--- src/hdl/mks_pkg.sv ---
`default_nettype none

package mks_pkg;

    typedef enum logic [1:0] {
        PH_IDLE,
        PH_SCAN,
        PH_COMBO,
        PH_RELEASE
    } t_phase;

    localparam logic [1:0] REG_COMBO_COLUMNS   = 2'd0;
    localparam logic [1:0] REG_COMBO_WINDOW    = 2'd1;
    localparam logic [1:0] REG_RELEASE_QUIET   = 2'd2;

    localparam logic [7:0] COMBO_COLUMNS_RESET = 8'h81;
    localparam logic [7:0] COMBO_WINDOW_RESET  = 8'd10;
    localparam logic [7:0] RELEASE_QUIET_RESET = 8'd10;

    typedef struct packed {
        logic [7:0] combo_columns;
        logic [7:0] combo_window_samples;
        logic [7:0] release_quiet_samples;
    } t_cfg;

    typedef struct packed {
        logic [3:0] row_drive;
        logic       key_valid;
        logic [4:0] key_index;
        logic       combo_fired;
        logic       busy_res;
    } t_result;

endpackage

`default_nettype wire

--- src/hdl/mks_scan_core.sv ---
`default_nettype none

module mks_scan_core
    import mks_pkg::*;
#(
    parameter int ROW_COUNT    = 4,
    parameter int COLUMN_COUNT = 8
) (
    input  wire logic       i_clk,
    input  wire logic       i_rst_n,
    input  wire logic       i_step,
    input  wire t_cfg       i_cfg,
    input  wire logic       i_scan_request,
    input  wire logic [7:0] i_column_levels,
    output t_result         o_result
);

    localparam int              RowW    = (ROW_COUNT > 1) ? $clog2(ROW_COUNT) : 1;
    localparam logic [RowW-1:0] LastRow = RowW'(ROW_COUNT - 1);
    localparam logic [7:0]      ColMask = 8'((1 << COLUMN_COUNT) - 1);
    localparam logic [7:0]      RowMask = 8'((1 << ROW_COUNT) - 1);

    function automatic logic [2:0] lowest_column(input logic [7:0] p);
        logic [2:0] c;
        c = 3'd0;
        for (int i = COLUMN_COUNT - 1; i >= 0; i--) begin
            if (p[i]) begin
                c = 3'(i);
            end
        end
        return c;
    endfunction

    function automatic logic [3:0] drive_for_row(input logic [RowW-1:0] row);
        logic [7:0] d;
        d = (RowMask ^ (8'd1 << row)) & RowMask;
        return d[3:0];
    endfunction

    function automatic logic [7:0] at_least_one(input logic [7:0] v);
        return (v == 8'd0) ? 8'd1 : v;
    endfunction

    t_phase          r_phase, n_phase;
    logic [RowW-1:0] r_row, n_row;
    logic [7:0]      r_count, n_count;
    logic            r_combo_seen, n_combo_seen;

    logic [7:0]      w_pressed;
    logic            w_any;
    logic            w_last;
    logic            w_combo_hit;
    logic [RowW-1:0] w_row_inc;
    logic [7:0]      w_count_inc;
    logic            w_match;
    logic            w_seen_new;
    logic            w_window_end;
    logic [7:0]      w_quiet_count;
    logic            w_quiet_end;
    logic [4:0]      w_key_index;

    assign w_pressed     = ~i_column_levels & ColMask;
    assign w_any         = |w_pressed;
    assign w_last        = (r_row == LastRow);
    assign w_combo_hit   = w_last && |(w_pressed & i_cfg.combo_columns);
    assign w_row_inc     = r_row + RowW'(1);
    assign w_count_inc   = r_count + 8'd1;
    assign w_match       = (w_pressed == i_cfg.combo_columns) && !r_combo_seen;
    assign w_seen_new    = r_combo_seen | w_match;
    assign w_window_end  = (w_count_inc >= at_least_one(i_cfg.combo_window_samples));
    assign w_quiet_count = w_any ? 8'd0 : w_count_inc;
    assign w_quiet_end   = (w_quiet_count >= at_least_one(i_cfg.release_quiet_samples));
    assign w_key_index   = 5'({r_row, 3'b000}) | 5'(lowest_column(w_pressed));

    always_comb begin
        n_phase      = r_phase;
        n_row        = r_row;
        n_count      = r_count;
        n_combo_seen = r_combo_seen;
        case (r_phase)
            PH_IDLE: begin
                if (i_scan_request) begin
                    n_phase = PH_SCAN;
                    n_row   = '0;
                end
            end
            PH_SCAN: begin
                if (w_combo_hit) begin
                    n_phase      = PH_COMBO;
                    n_count      = 8'd0;
                    n_combo_seen = 1'b0;
                end else if (w_any || w_last) begin
                    n_phase = PH_RELEASE;
                    n_count = 8'd0;
                end else begin
                    n_row = w_row_inc;
                end
            end
            PH_COMBO: begin
                n_combo_seen = w_seen_new;
                if (w_window_end) begin
                    n_phase = PH_RELEASE;
                    n_count = 8'd0;
                end else begin
                    n_count = w_count_inc;
                end
            end
            PH_RELEASE: begin
                if (w_quiet_end) begin
                    n_phase = PH_IDLE;
                    n_count = 8'd0;
                end else begin
                    n_count = w_quiet_count;
                end
            end
            default: begin
                n_phase = PH_IDLE;
            end
        endcase
    end

    always_comb begin
        o_result = '0;
        case (r_phase)
            PH_IDLE: begin
                if (i_scan_request) begin
                    o_result.row_drive = drive_for_row('0);
                end
            end
            PH_SCAN: begin
                if (w_combo_hit) begin
                    o_result.row_drive = drive_for_row(r_row);
                end else if (w_any) begin
                    o_result.key_valid = 1'b1;
                    o_result.key_index = w_key_index;
                end else if (!w_last) begin
                    o_result.row_drive = drive_for_row(w_row_inc);
                end
            end
            PH_COMBO: begin
                o_result.combo_fired = w_match;
                if (w_window_end) begin
                    if (!w_seen_new && w_any) begin
                        o_result.key_valid = 1'b1;
                        o_result.key_index = w_key_index;
                    end
                end else begin
                    o_result.row_drive = drive_for_row(r_row);
                end
            end
            default: begin
                o_result = '0;
            end
        endcase
        o_result.busy_res = (n_phase != PH_IDLE);
    end

    always_ff @(posedge i_clk) begin
        if (!i_rst_n) begin
            r_phase      <= PH_IDLE;
            r_row        <= '0;
            r_count      <= 8'd0;
            r_combo_seen <= 1'b0;
        end else if (i_step) begin
            r_phase      <= n_phase;
            r_row        <= n_row;
            r_count      <= n_count;
            r_combo_seen <= n_combo_seen;
        end
    end

endmodule

`default_nettype wire

--- src/hdl/matrix_keypad_scanner.sv ---
// Key matrix scanner, one column poll sample per request.
//
// Input channel (i_in_valid / o_in_ready): each request carries a scan
// request flag and the raw active-low column levels. Output channel
// (o_out_valid / i_out_ready): exactly one result per request, in order,
// with the row levels for the next sample, a key report, a combo flag and
// the busy flag.
// An accepted request waits in the input register; the state update then
// writes its result into the result register.
// Throughput: one request per cycle unless the receiver stalls; the scan
// state update is a single pass of priority encoder, compare and counter
// logic. The input register takes a new request while a finished result
// waits; when the receiver stalls, the result and the pending request
// both hold and o_in_ready drops once both stages are full.
// Reset (synchronous, active low): scanner idle, no result pending,
// registers back to combo pattern 0x81, window 10, quiet count 10.
// Registers live on the APB port at byte addresses 0, 4 and 8; write them
// only while the scanner is idle with no result outstanding.
`default_nettype none

module matrix_keypad_scanner
    import mks_pkg::*;
#(
    parameter int ROW_COUNT    = 4,
    parameter int COLUMN_COUNT = 8
) (
    input  wire logic        i_clk,
    input  wire logic        i_rst_n,
    input  wire logic        psel,
    input  wire logic        penable,
    input  wire logic        pwrite,
    input  wire logic [3:0]  paddr,
    input  wire logic [31:0] pwdata,
    output logic      [31:0] prdata,
    output logic             pready,
    input  wire logic        i_in_valid,
    output logic             o_in_ready,
    input  wire logic        i_scan_request,
    input  wire logic [7:0]  i_column_levels,
    output logic             o_out_valid,
    input  wire logic        i_out_ready,
    output logic      [3:0]  o_row_drive,
    output logic             o_key_valid,
    output logic      [4:0]  o_key_index,
    output logic             o_combo_fired,
    output logic             o_busy_res
);

    t_cfg       r_cfg;
    logic       r_in_valid, n_in_valid;
    logic       r_in_req;
    logic [7:0] r_in_cols;
    logic       r_out_valid, n_out_valid;
    t_result    r_result;
    t_result    w_result;
    logic       w_step;
    logic       w_cfg_write;

    assign pready      = 1'b1;
    assign w_cfg_write = psel && penable && pwrite && pready;

    always_ff @(posedge i_clk) begin
        if (!i_rst_n) begin
            r_cfg.combo_columns         <= COMBO_COLUMNS_RESET;
            r_cfg.combo_window_samples  <= COMBO_WINDOW_RESET;
            r_cfg.release_quiet_samples <= RELEASE_QUIET_RESET;
        end else if (w_cfg_write) begin
            case (paddr[3:2])
                REG_COMBO_COLUMNS: r_cfg.combo_columns         <= pwdata[7:0];
                REG_COMBO_WINDOW:  r_cfg.combo_window_samples  <= pwdata[7:0];
                REG_RELEASE_QUIET: r_cfg.release_quiet_samples <= pwdata[7:0];
                default: ;
            endcase
        end
    end

    always_comb begin
        case (paddr[3:2])
            REG_COMBO_COLUMNS: prdata = {24'd0, r_cfg.combo_columns};
            REG_COMBO_WINDOW:  prdata = {24'd0, r_cfg.combo_window_samples};
            REG_RELEASE_QUIET: prdata = {24'd0, r_cfg.release_quiet_samples};
            default:           prdata = 32'd0;
        endcase
    end

    assign w_step     = r_in_valid && (!r_out_valid || i_out_ready);
    assign o_in_ready = !r_in_valid || w_step;

    always_comb begin
        n_in_valid  = o_in_ready ? i_in_valid : r_in_valid;
        n_out_valid = w_step ? 1'b1 : (r_out_valid && !i_out_ready);
    end

    always_ff @(posedge i_clk) begin
        if (!i_rst_n) begin
            r_in_valid  <= 1'b0;
            r_out_valid <= 1'b0;
        end else begin
            r_in_valid  <= n_in_valid;
            r_out_valid <= n_out_valid;
        end
    end

    always_ff @(posedge i_clk) begin
        if (o_in_ready && i_in_valid) begin
            r_in_req  <= i_scan_request;
            r_in_cols <= i_column_levels;
        end
        if (w_step) begin
            r_result <= w_result;
        end
    end

    mks_scan_core #(
        .ROW_COUNT    (ROW_COUNT),
        .COLUMN_COUNT (COLUMN_COUNT)
    ) u_core (
        .i_clk           (i_clk),
        .i_rst_n         (i_rst_n),
        .i_step          (w_step),
        .i_cfg           (r_cfg),
        .i_scan_request  (r_in_req),
        .i_column_levels (r_in_cols),
        .o_result        (w_result)
    );

    assign o_out_valid   = r_out_valid;
    assign o_row_drive   = r_result.row_drive;
    assign o_key_valid   = r_result.key_valid;
    assign o_key_index   = r_result.key_index;
    assign o_combo_fired = r_result.combo_fired;
    assign o_busy_res    = r_result.busy_res;

endmodule

`default_nettype wire

--- config.mk ---
export PLATFORM = sky130hd
export DESIGN_NAME = matrix_keypad_scanner
export DESIGN_NICKNAME = d
export VERILOG_FILES = /design/src/hdl/mks_pkg.sv /design/src/hdl/mks_scan_core.sv /design/src/hdl/matrix_keypad_scanner.sv
export SDC_FILE = /design/constraint.sdc
export NUM_CORES = 1
export LEC_CHECK = 0
export BUFFER_PORTS_ARGS = -buffer_cell sky130_fd_sc_hd__buf_2
export CAP_MARGIN = 20
export CORE_MARGIN = 10
export CORE_UTILIZATION = 38
export CTS_BUF_LIST = sky130_fd_sc_hd__clkbuf_4 sky130_fd_sc_hd__clkbuf_8
export DETAILED_ROUTE_END_ITERATION = 6
export PLACE_DENSITY = 0.63
export SYNTH_ARGS = -nofsm -noshare
export SYNTH_HDL_FRONTEND = slang
export SYNTH_HIERARCHICAL = 1
export SYNTH_SLANG_ARGS = --single-unit
--- constraint.sdc ---
create_clock -name i_clk -period 7.9 [get_ports i_clk]
set_clock_uncertainty 0.05 [all_clocks]
set_input_delay 1.185 -clock i_clk [delete_from_list [all_inputs] [get_ports i_clk]]
set_output_delay 1.185 -clock i_clk [all_outputs]
set_load 0.01 [all_outputs]
Word level (Yosys, flattened, before mapping)
Cells that the tools add are included.
{ "op_classes": {"bitwise": 6, "eq_ne": 12, "order_cmp": 2, "n_mux": 41, "n_div": 0, "mul": 0, "shift": 2, "reduce_logical": 32, "n_addsub": 2} }
{ "ops": {"columns": ["cell", "count"], "rows": [
  ["two-way mux 8 bit", 7],
  ["one-hot mux 8 bit (3 select lines)", 2],
  ["two-way mux 3 bit", 8],
  ["two-way mux 6 bit", 4],
  ["two-way mux 4 bit", 5],
  [">= comparator 8 bit", 2],
  ["zero test 8 bit", 2],
  ["two-way mux 2 bit", 8],
  ["OR reduction 8 bit", 2],
  ["one-hot mux 4 bit (3 select lines)", 1],
  ["one-hot mux 6 bit (2 select lines)", 1],
  ["adder 8 x 1 -> 8 bit (second input constant)", 1],
  ["AND 8 bit", 1],
  ["equality test 2 bit (second input constant)", 4],
  ["equality test 8 bit", 1],
  ["logical AND 1 bit", 8],
  ["inverter 4 bit", 2],
  ["inverter 8 bit", 1],
  ["one-hot mux 2 bit (4 select lines)", 1],
  ["left shift 1 x 2 -> 4 bit (first input constant)", 2],
  ["!= test 2 bit (second input constant)", 3],
  ["AND reduction 2 bit", 3],
  ["AND reduction 3 bit", 2],
  ["nonzero test 2 bit", 3],
  ["other kinds (14)", 23]
]} }
{ "totals": {"latchBits": 0, "word_cells": 113, "mem_count": 0, "regBits": 60, "rom_bits": 0, "output_inout_bits": 47, "mem_bits_rw": 0, "inputBits": 52} }

Longest topological paths before layout
{ "depth": {"ltp_word": 13, "mapped_depth": 10, "depth_no_buf": 10} }

Modules after synthesis
The synthesis kept the hierarchy.
{ "by_module_without_submodules": {"columns": ["mod", "area_each_um2", "seq_area_each_um2", "cells_per_inst", "instances"], "rows": [
  ["matrix_keypad_scanner", 2049.5, 1151.1, 180, 1],
  ["mks_scan_core", 1924.3, 260.2, 255, 1]
]} }

Worst setup path before layout
No wires, ideal clock.
{ "synth_path": {"kind": "input port to output port", "startpoint": "in paddr[2]", "endpoint": "out prdata[0]", "slack_ns": 4.898, "path_buffers": 1, "stages": 4, "t_required_ns": 6.665, "arrival_ns": 1.767, "cell_sequence": "and2b_1 -> clkbuf_1 -> nand2_1 -> o21ai_0"} }
{ "synth_between": {"elab_chain_cells": 2, "elab_cells_between_ends": 4, "cone_classes": "2 x eq/ne; 1 x mux; 1 x reduce/logical"} }
{ "synth_rtl": {"columns": ["element", "line_no", "rtl"], "rows": [
  ["start, declared", "matrix_keypad_scanner.sv:32", "input wire logic [3:0] paddr,"],
  ["equality test 2 bit (tied with other cells)", "matrix_keypad_scanner.sv:78", "case (paddr[3:2])"],
  ["one-hot mux 8 bit (3 select lines) *", "matrix_keypad_scanner.sv:78", null],
  ["end, declared", "matrix_keypad_scanner.sv:34", "output logic [31:0] prdata,"]
]} }
Every way passes the cells marked *; elsewhere a longest branch is shown, timed or not.

Final worst setup path
{ "layout_path": {"startpoint": "in paddr[2]", "endpoint": "out prdata[6]"} }
The elaborated chain is that of the path after synthesis.

==> results.txt <==
The flow ran to the end, and the final reports show no timing, DRC or antenna violations. Setup violations remaining at the end of the flow were counted as 0. For this run, asynchronously set or reset flops after synthesis account for 0%.

The synthesized netlist devotes 14.4% of its cell area to compound gates. The post-detailed-placement half-perimeter wirelength is 7.53 mm. In the final layout, the multi-input gates occupy roughly 2300 sq um. Counting distinct cell types in the post-synthesis netlist gives a little over 60.

The global-route usage over all layers came out at 13.3%. For this design the static power due to leakage is about 1.9 nW. By startpoint and endpoint, the worst setup path is classified as in2out. The final hold violation count was 0. The per-cell routed wire length came out at around 16 um. The final-layout setup total negative slack is 0 ns. Once the clock tree was built, the resizer swapped 0 gates to a different size. The maximum net fanout on the critical path is 13. The final layout contains routed wiring with a total length of 9.70 mm. The number of global-route vias before repair came out at 3275. The post-route cell area came out at about 4400 sq um. The number of buffers added to fix hold violations after cts is 0. The portion of netlist area occupied by mux cells is 8.56%. The clock tree from TritonCTS is yes. The number of detailed-routing iterations run before antenna repair is 4. Across all hold checks on the routed design, the worst slack comes to just over 0.4 ns. The clock transition at the registers of the reported paths came out at approximately 0.07 ns. The mean instance size in the synthesized netlist is ~9 sq um. The setup slack after layout is 4.48 ns.

The post-layout minimum cycle time is around 3.4 ns. The antenna diode count came out at 0. The root buffer cell is sky130_fd_sc_hd__clkbuf_8.

sky130_fd_sc_hd__nand2_1 is the most common cell in the netlist. The post-synthesis sequential element count came out at 60. The number of fillers in the final layout is 1045. The synthesized netlist cell count is roughly 440.

Entering global routing, the biggest net connects 49 pins. In the routed design, unresolved DRC markers number 0. Row generation in the floorplan step produced 37 rows. The number of enable flip-flop cells after synthesis came out at 21. The number of max-slew violations in the final report is 0. STA puts the critical path data required time at around 6.7 ns. The share of the cycle needed by the critical path after routing is 43.3%. The cell area after technology mapping came out at just under 4000 sq um. The overall power consumption came out at 0.000650 W. The global placer's final weighted congestion is 0.868. The total of max-cap violations came out at 0. The xor and xnor area share after synthesis is 1.32%.

The worst setup slack before clock tree synthesis is 4.47 ns. The total area of sequential cells is 1410 sq um. For this design the ratio of total power to cell area is about 150 nW/um^2. The die covers 14900 sq um. Setup repair after global routing left no endpoint under its margin. The count of boundary I/O pins came out at 99. The maximum level of the CTS H-tree is 3. The global-route wire length before repair came out at ~16 mm.

The initial cell density of the core came out at 38.7%. Buffers inserted during clock tree synthesis total 9. The number of sinks on the clock net came out at 60. The floorplan step set the die width to 122 um. From bottom edge to top edge, the die measures 122 um. The worst setup path is launched from a primary input.

Ranked by total cell area, the synthesized netlist is headed by sky130_fd_sc_hd__dfxtp_1 (20%), sky130_fd_sc_hd__edfxtp_1 (16%), sky130_fd_sc_hd__ha_1 (11%), sky130_fd_sc_hd__mux2i_1 (8.6%), sky130_fd_sc_hd__nand2_1 (5.1%). The final net count came out at 567. The leftover overflow at the end of global routing came out at 0.

By count the netlist is led by sky130_fd_sc_hd__nand2_1 (54), sky130_fd_sc_hd__dfxtp_1 (39), sky130_fd_sc_hd__ha_1 (35), sky130_fd_sc_hd__inv_1 (35), sky130_fd_sc_hd__mux2i_1 (34). The cell type with the highest aggregate area in the netlist is sky130_fd_sc_hd__dfxtp_1. The floorplan core area is roughly 10000 sq um. The type of destination of the critical path is an output pin.

The initial antenna violation count is 0. The most used flip-flop cell after synthesis is sky130_fd_sc_hd__dfxtp_1. The area fraction of the dominant cell type after synthesis came out at 19.6%. The via count of the routed design came out at approximately 3200.

In this run the post-CTS setup repair buffer count came out at 0. The clock latency on the worst-skew pair is 0.36 ns. Of the total synthesized cell area, the portion taken by full adders, half adders and majority gates is 11.0%. Data arrives at the worst endpoint at between 2 and 2.5 ns.

During placement, the flow inserted port buffers numbering 47. The post-detailed-route via-to-cell ratio is 5.22. The first routing iteration left 153 violations.

The number of warnings issued by yosys is 6. The deepest clock path buffer count came out at 2. The achievable frequency is 0.292 GHz. The fraction of final layout cells with drive strength greater than 1 is about 16%. The largest family of logic cells by synthesized area is simple AND/OR/NAND/NOR gates. Across the VDD grid, the largest voltage drop is 88.9 uV. The final antenna-violating net count came out at 0. The post-detailed-placement cell area is roughly 4200 sq um. For the pin with the worst max-slew slack, the measured transition is 0.812 ns. For this run, the register share of the synthesized area comes to a little over a third. From synthesis to final layout, the design area changed by 10.7%. After Yosys synthesis, and, or, nand and nor cells account for 19.2% of the synthesized area. The tightest min-delay check is of the reg2reg type. The headroom to the max-slew limit is 45.9%.
==> cell families after synthesis <==
logic type / count (synthesis)
AOI/OAI and AO/OA: 82
other: 2
buffers and inverters: 73
adders and majority gates: 35
DFF: 60
muxes: 34
xor gates and xnor gates: 6
and+or+nand+nor: 143
==> worst max-delay path, cell delays in order <==
cell	delay, ns
sky130_fd_sc_hd__buf_2	0.31
sky130_fd_sc_hd__and2b_1	0.33
sky130_fd_sc_hd__nand2_1	0.10
sky130_fd_sc_hd__o21ai_0	0.10
sky130_fd_sc_hd__buf_2	0.16
==> worst paths after layout <==
path                                     endpoint              start  cells after the start  slack (ns)
worst max-delay path                    prdata[6]           paddr[2]                      5        4.48
worst min-delay path            u_core/r_count[7]  u_core/r_count[7]                      2        0.41
worst max register to register     o_key_index[1]  u_core/r_count[0]                      9        4.92
worst min register to register  u_core/r_count[7]  u_core/r_count[7]                      2        0.41
==> stage by stage <==
| step | std cells | util, % |
|---|---|---|
| floorplan | 458 | - |
| global placement | 605 | 41.1 |
| detailed placement | 605 | 41.1 |
| CTS | 621 | 42.8 |
| global route | 621 | 42.8 |
| finish | 621 | 42.8 |
==> final cells by class <==
cell class / count / area share, %
clock buffer: 9 / 2.81
clock inverter: 7 / 1.22
inverter: 35 / 2.99
multi-input combinational: 325 / 51.4
sequential: 60 / 32.1
tap: 136 / 3.87
timing repair buffer: 49 / 5.69
==> cell usage in the layout (no fill, tap or decap), drive strengths merged, types with 6 or more instances in the layout <==
cell type | netlist | layout
nand2 | 54 | 54
buf | 31 | 49
dfxtp | 39 | 39
inv | 35 | 35
ha | 35 | 35
mux2i | 34 | 34
conb | 2 | 25
o21ai | 23 | 23
edfxtp | 21 | 21
nor2b | 16 | 16
a21oi | 15 | 15
nand3 | 14 | 14
and3 | 11 | 11
clkbuf | 7 | 9
nor2 | 8 | 8
nor4 | 7 | 7
nand2b | 7 | 7
o31ai | 7 | 7
and2 | 6 | 6
==> where the power goes <==
group	switching, W	internal [W]
Clock	0.000134	0.000114
Combinational	0.0000440	0.0000240
Sequential	0.00000597	0.000328
Total	0.000184	0.000466
==> flip-flops by register name, indices dropped and copies added (netlist names), 2 cells and up <==
signal / count
r_cfg: 24
r_in_cols: 8
u_core/r_count: 8
o_key_index: 5
o_row_drive: 4
u_core/r_phase: 2
u_core/r_row: 2
==> metal layers <==
| layer | track usage [%] | vias to the layer above | part of all wire (%) |
|---|---|---|---|
| met1 | 16.0 | 1528 | 46 |
| met4 | 6.70 | 0 | 3.1 |
| met5 | 0 | - | 0 |
| li1 | - | 1590 | - |
| met2 | 21.3 | 102 | 45 |
| met3 | 3.90 | 23 | 6.1 |
Power figures use the tool's default switching activity.
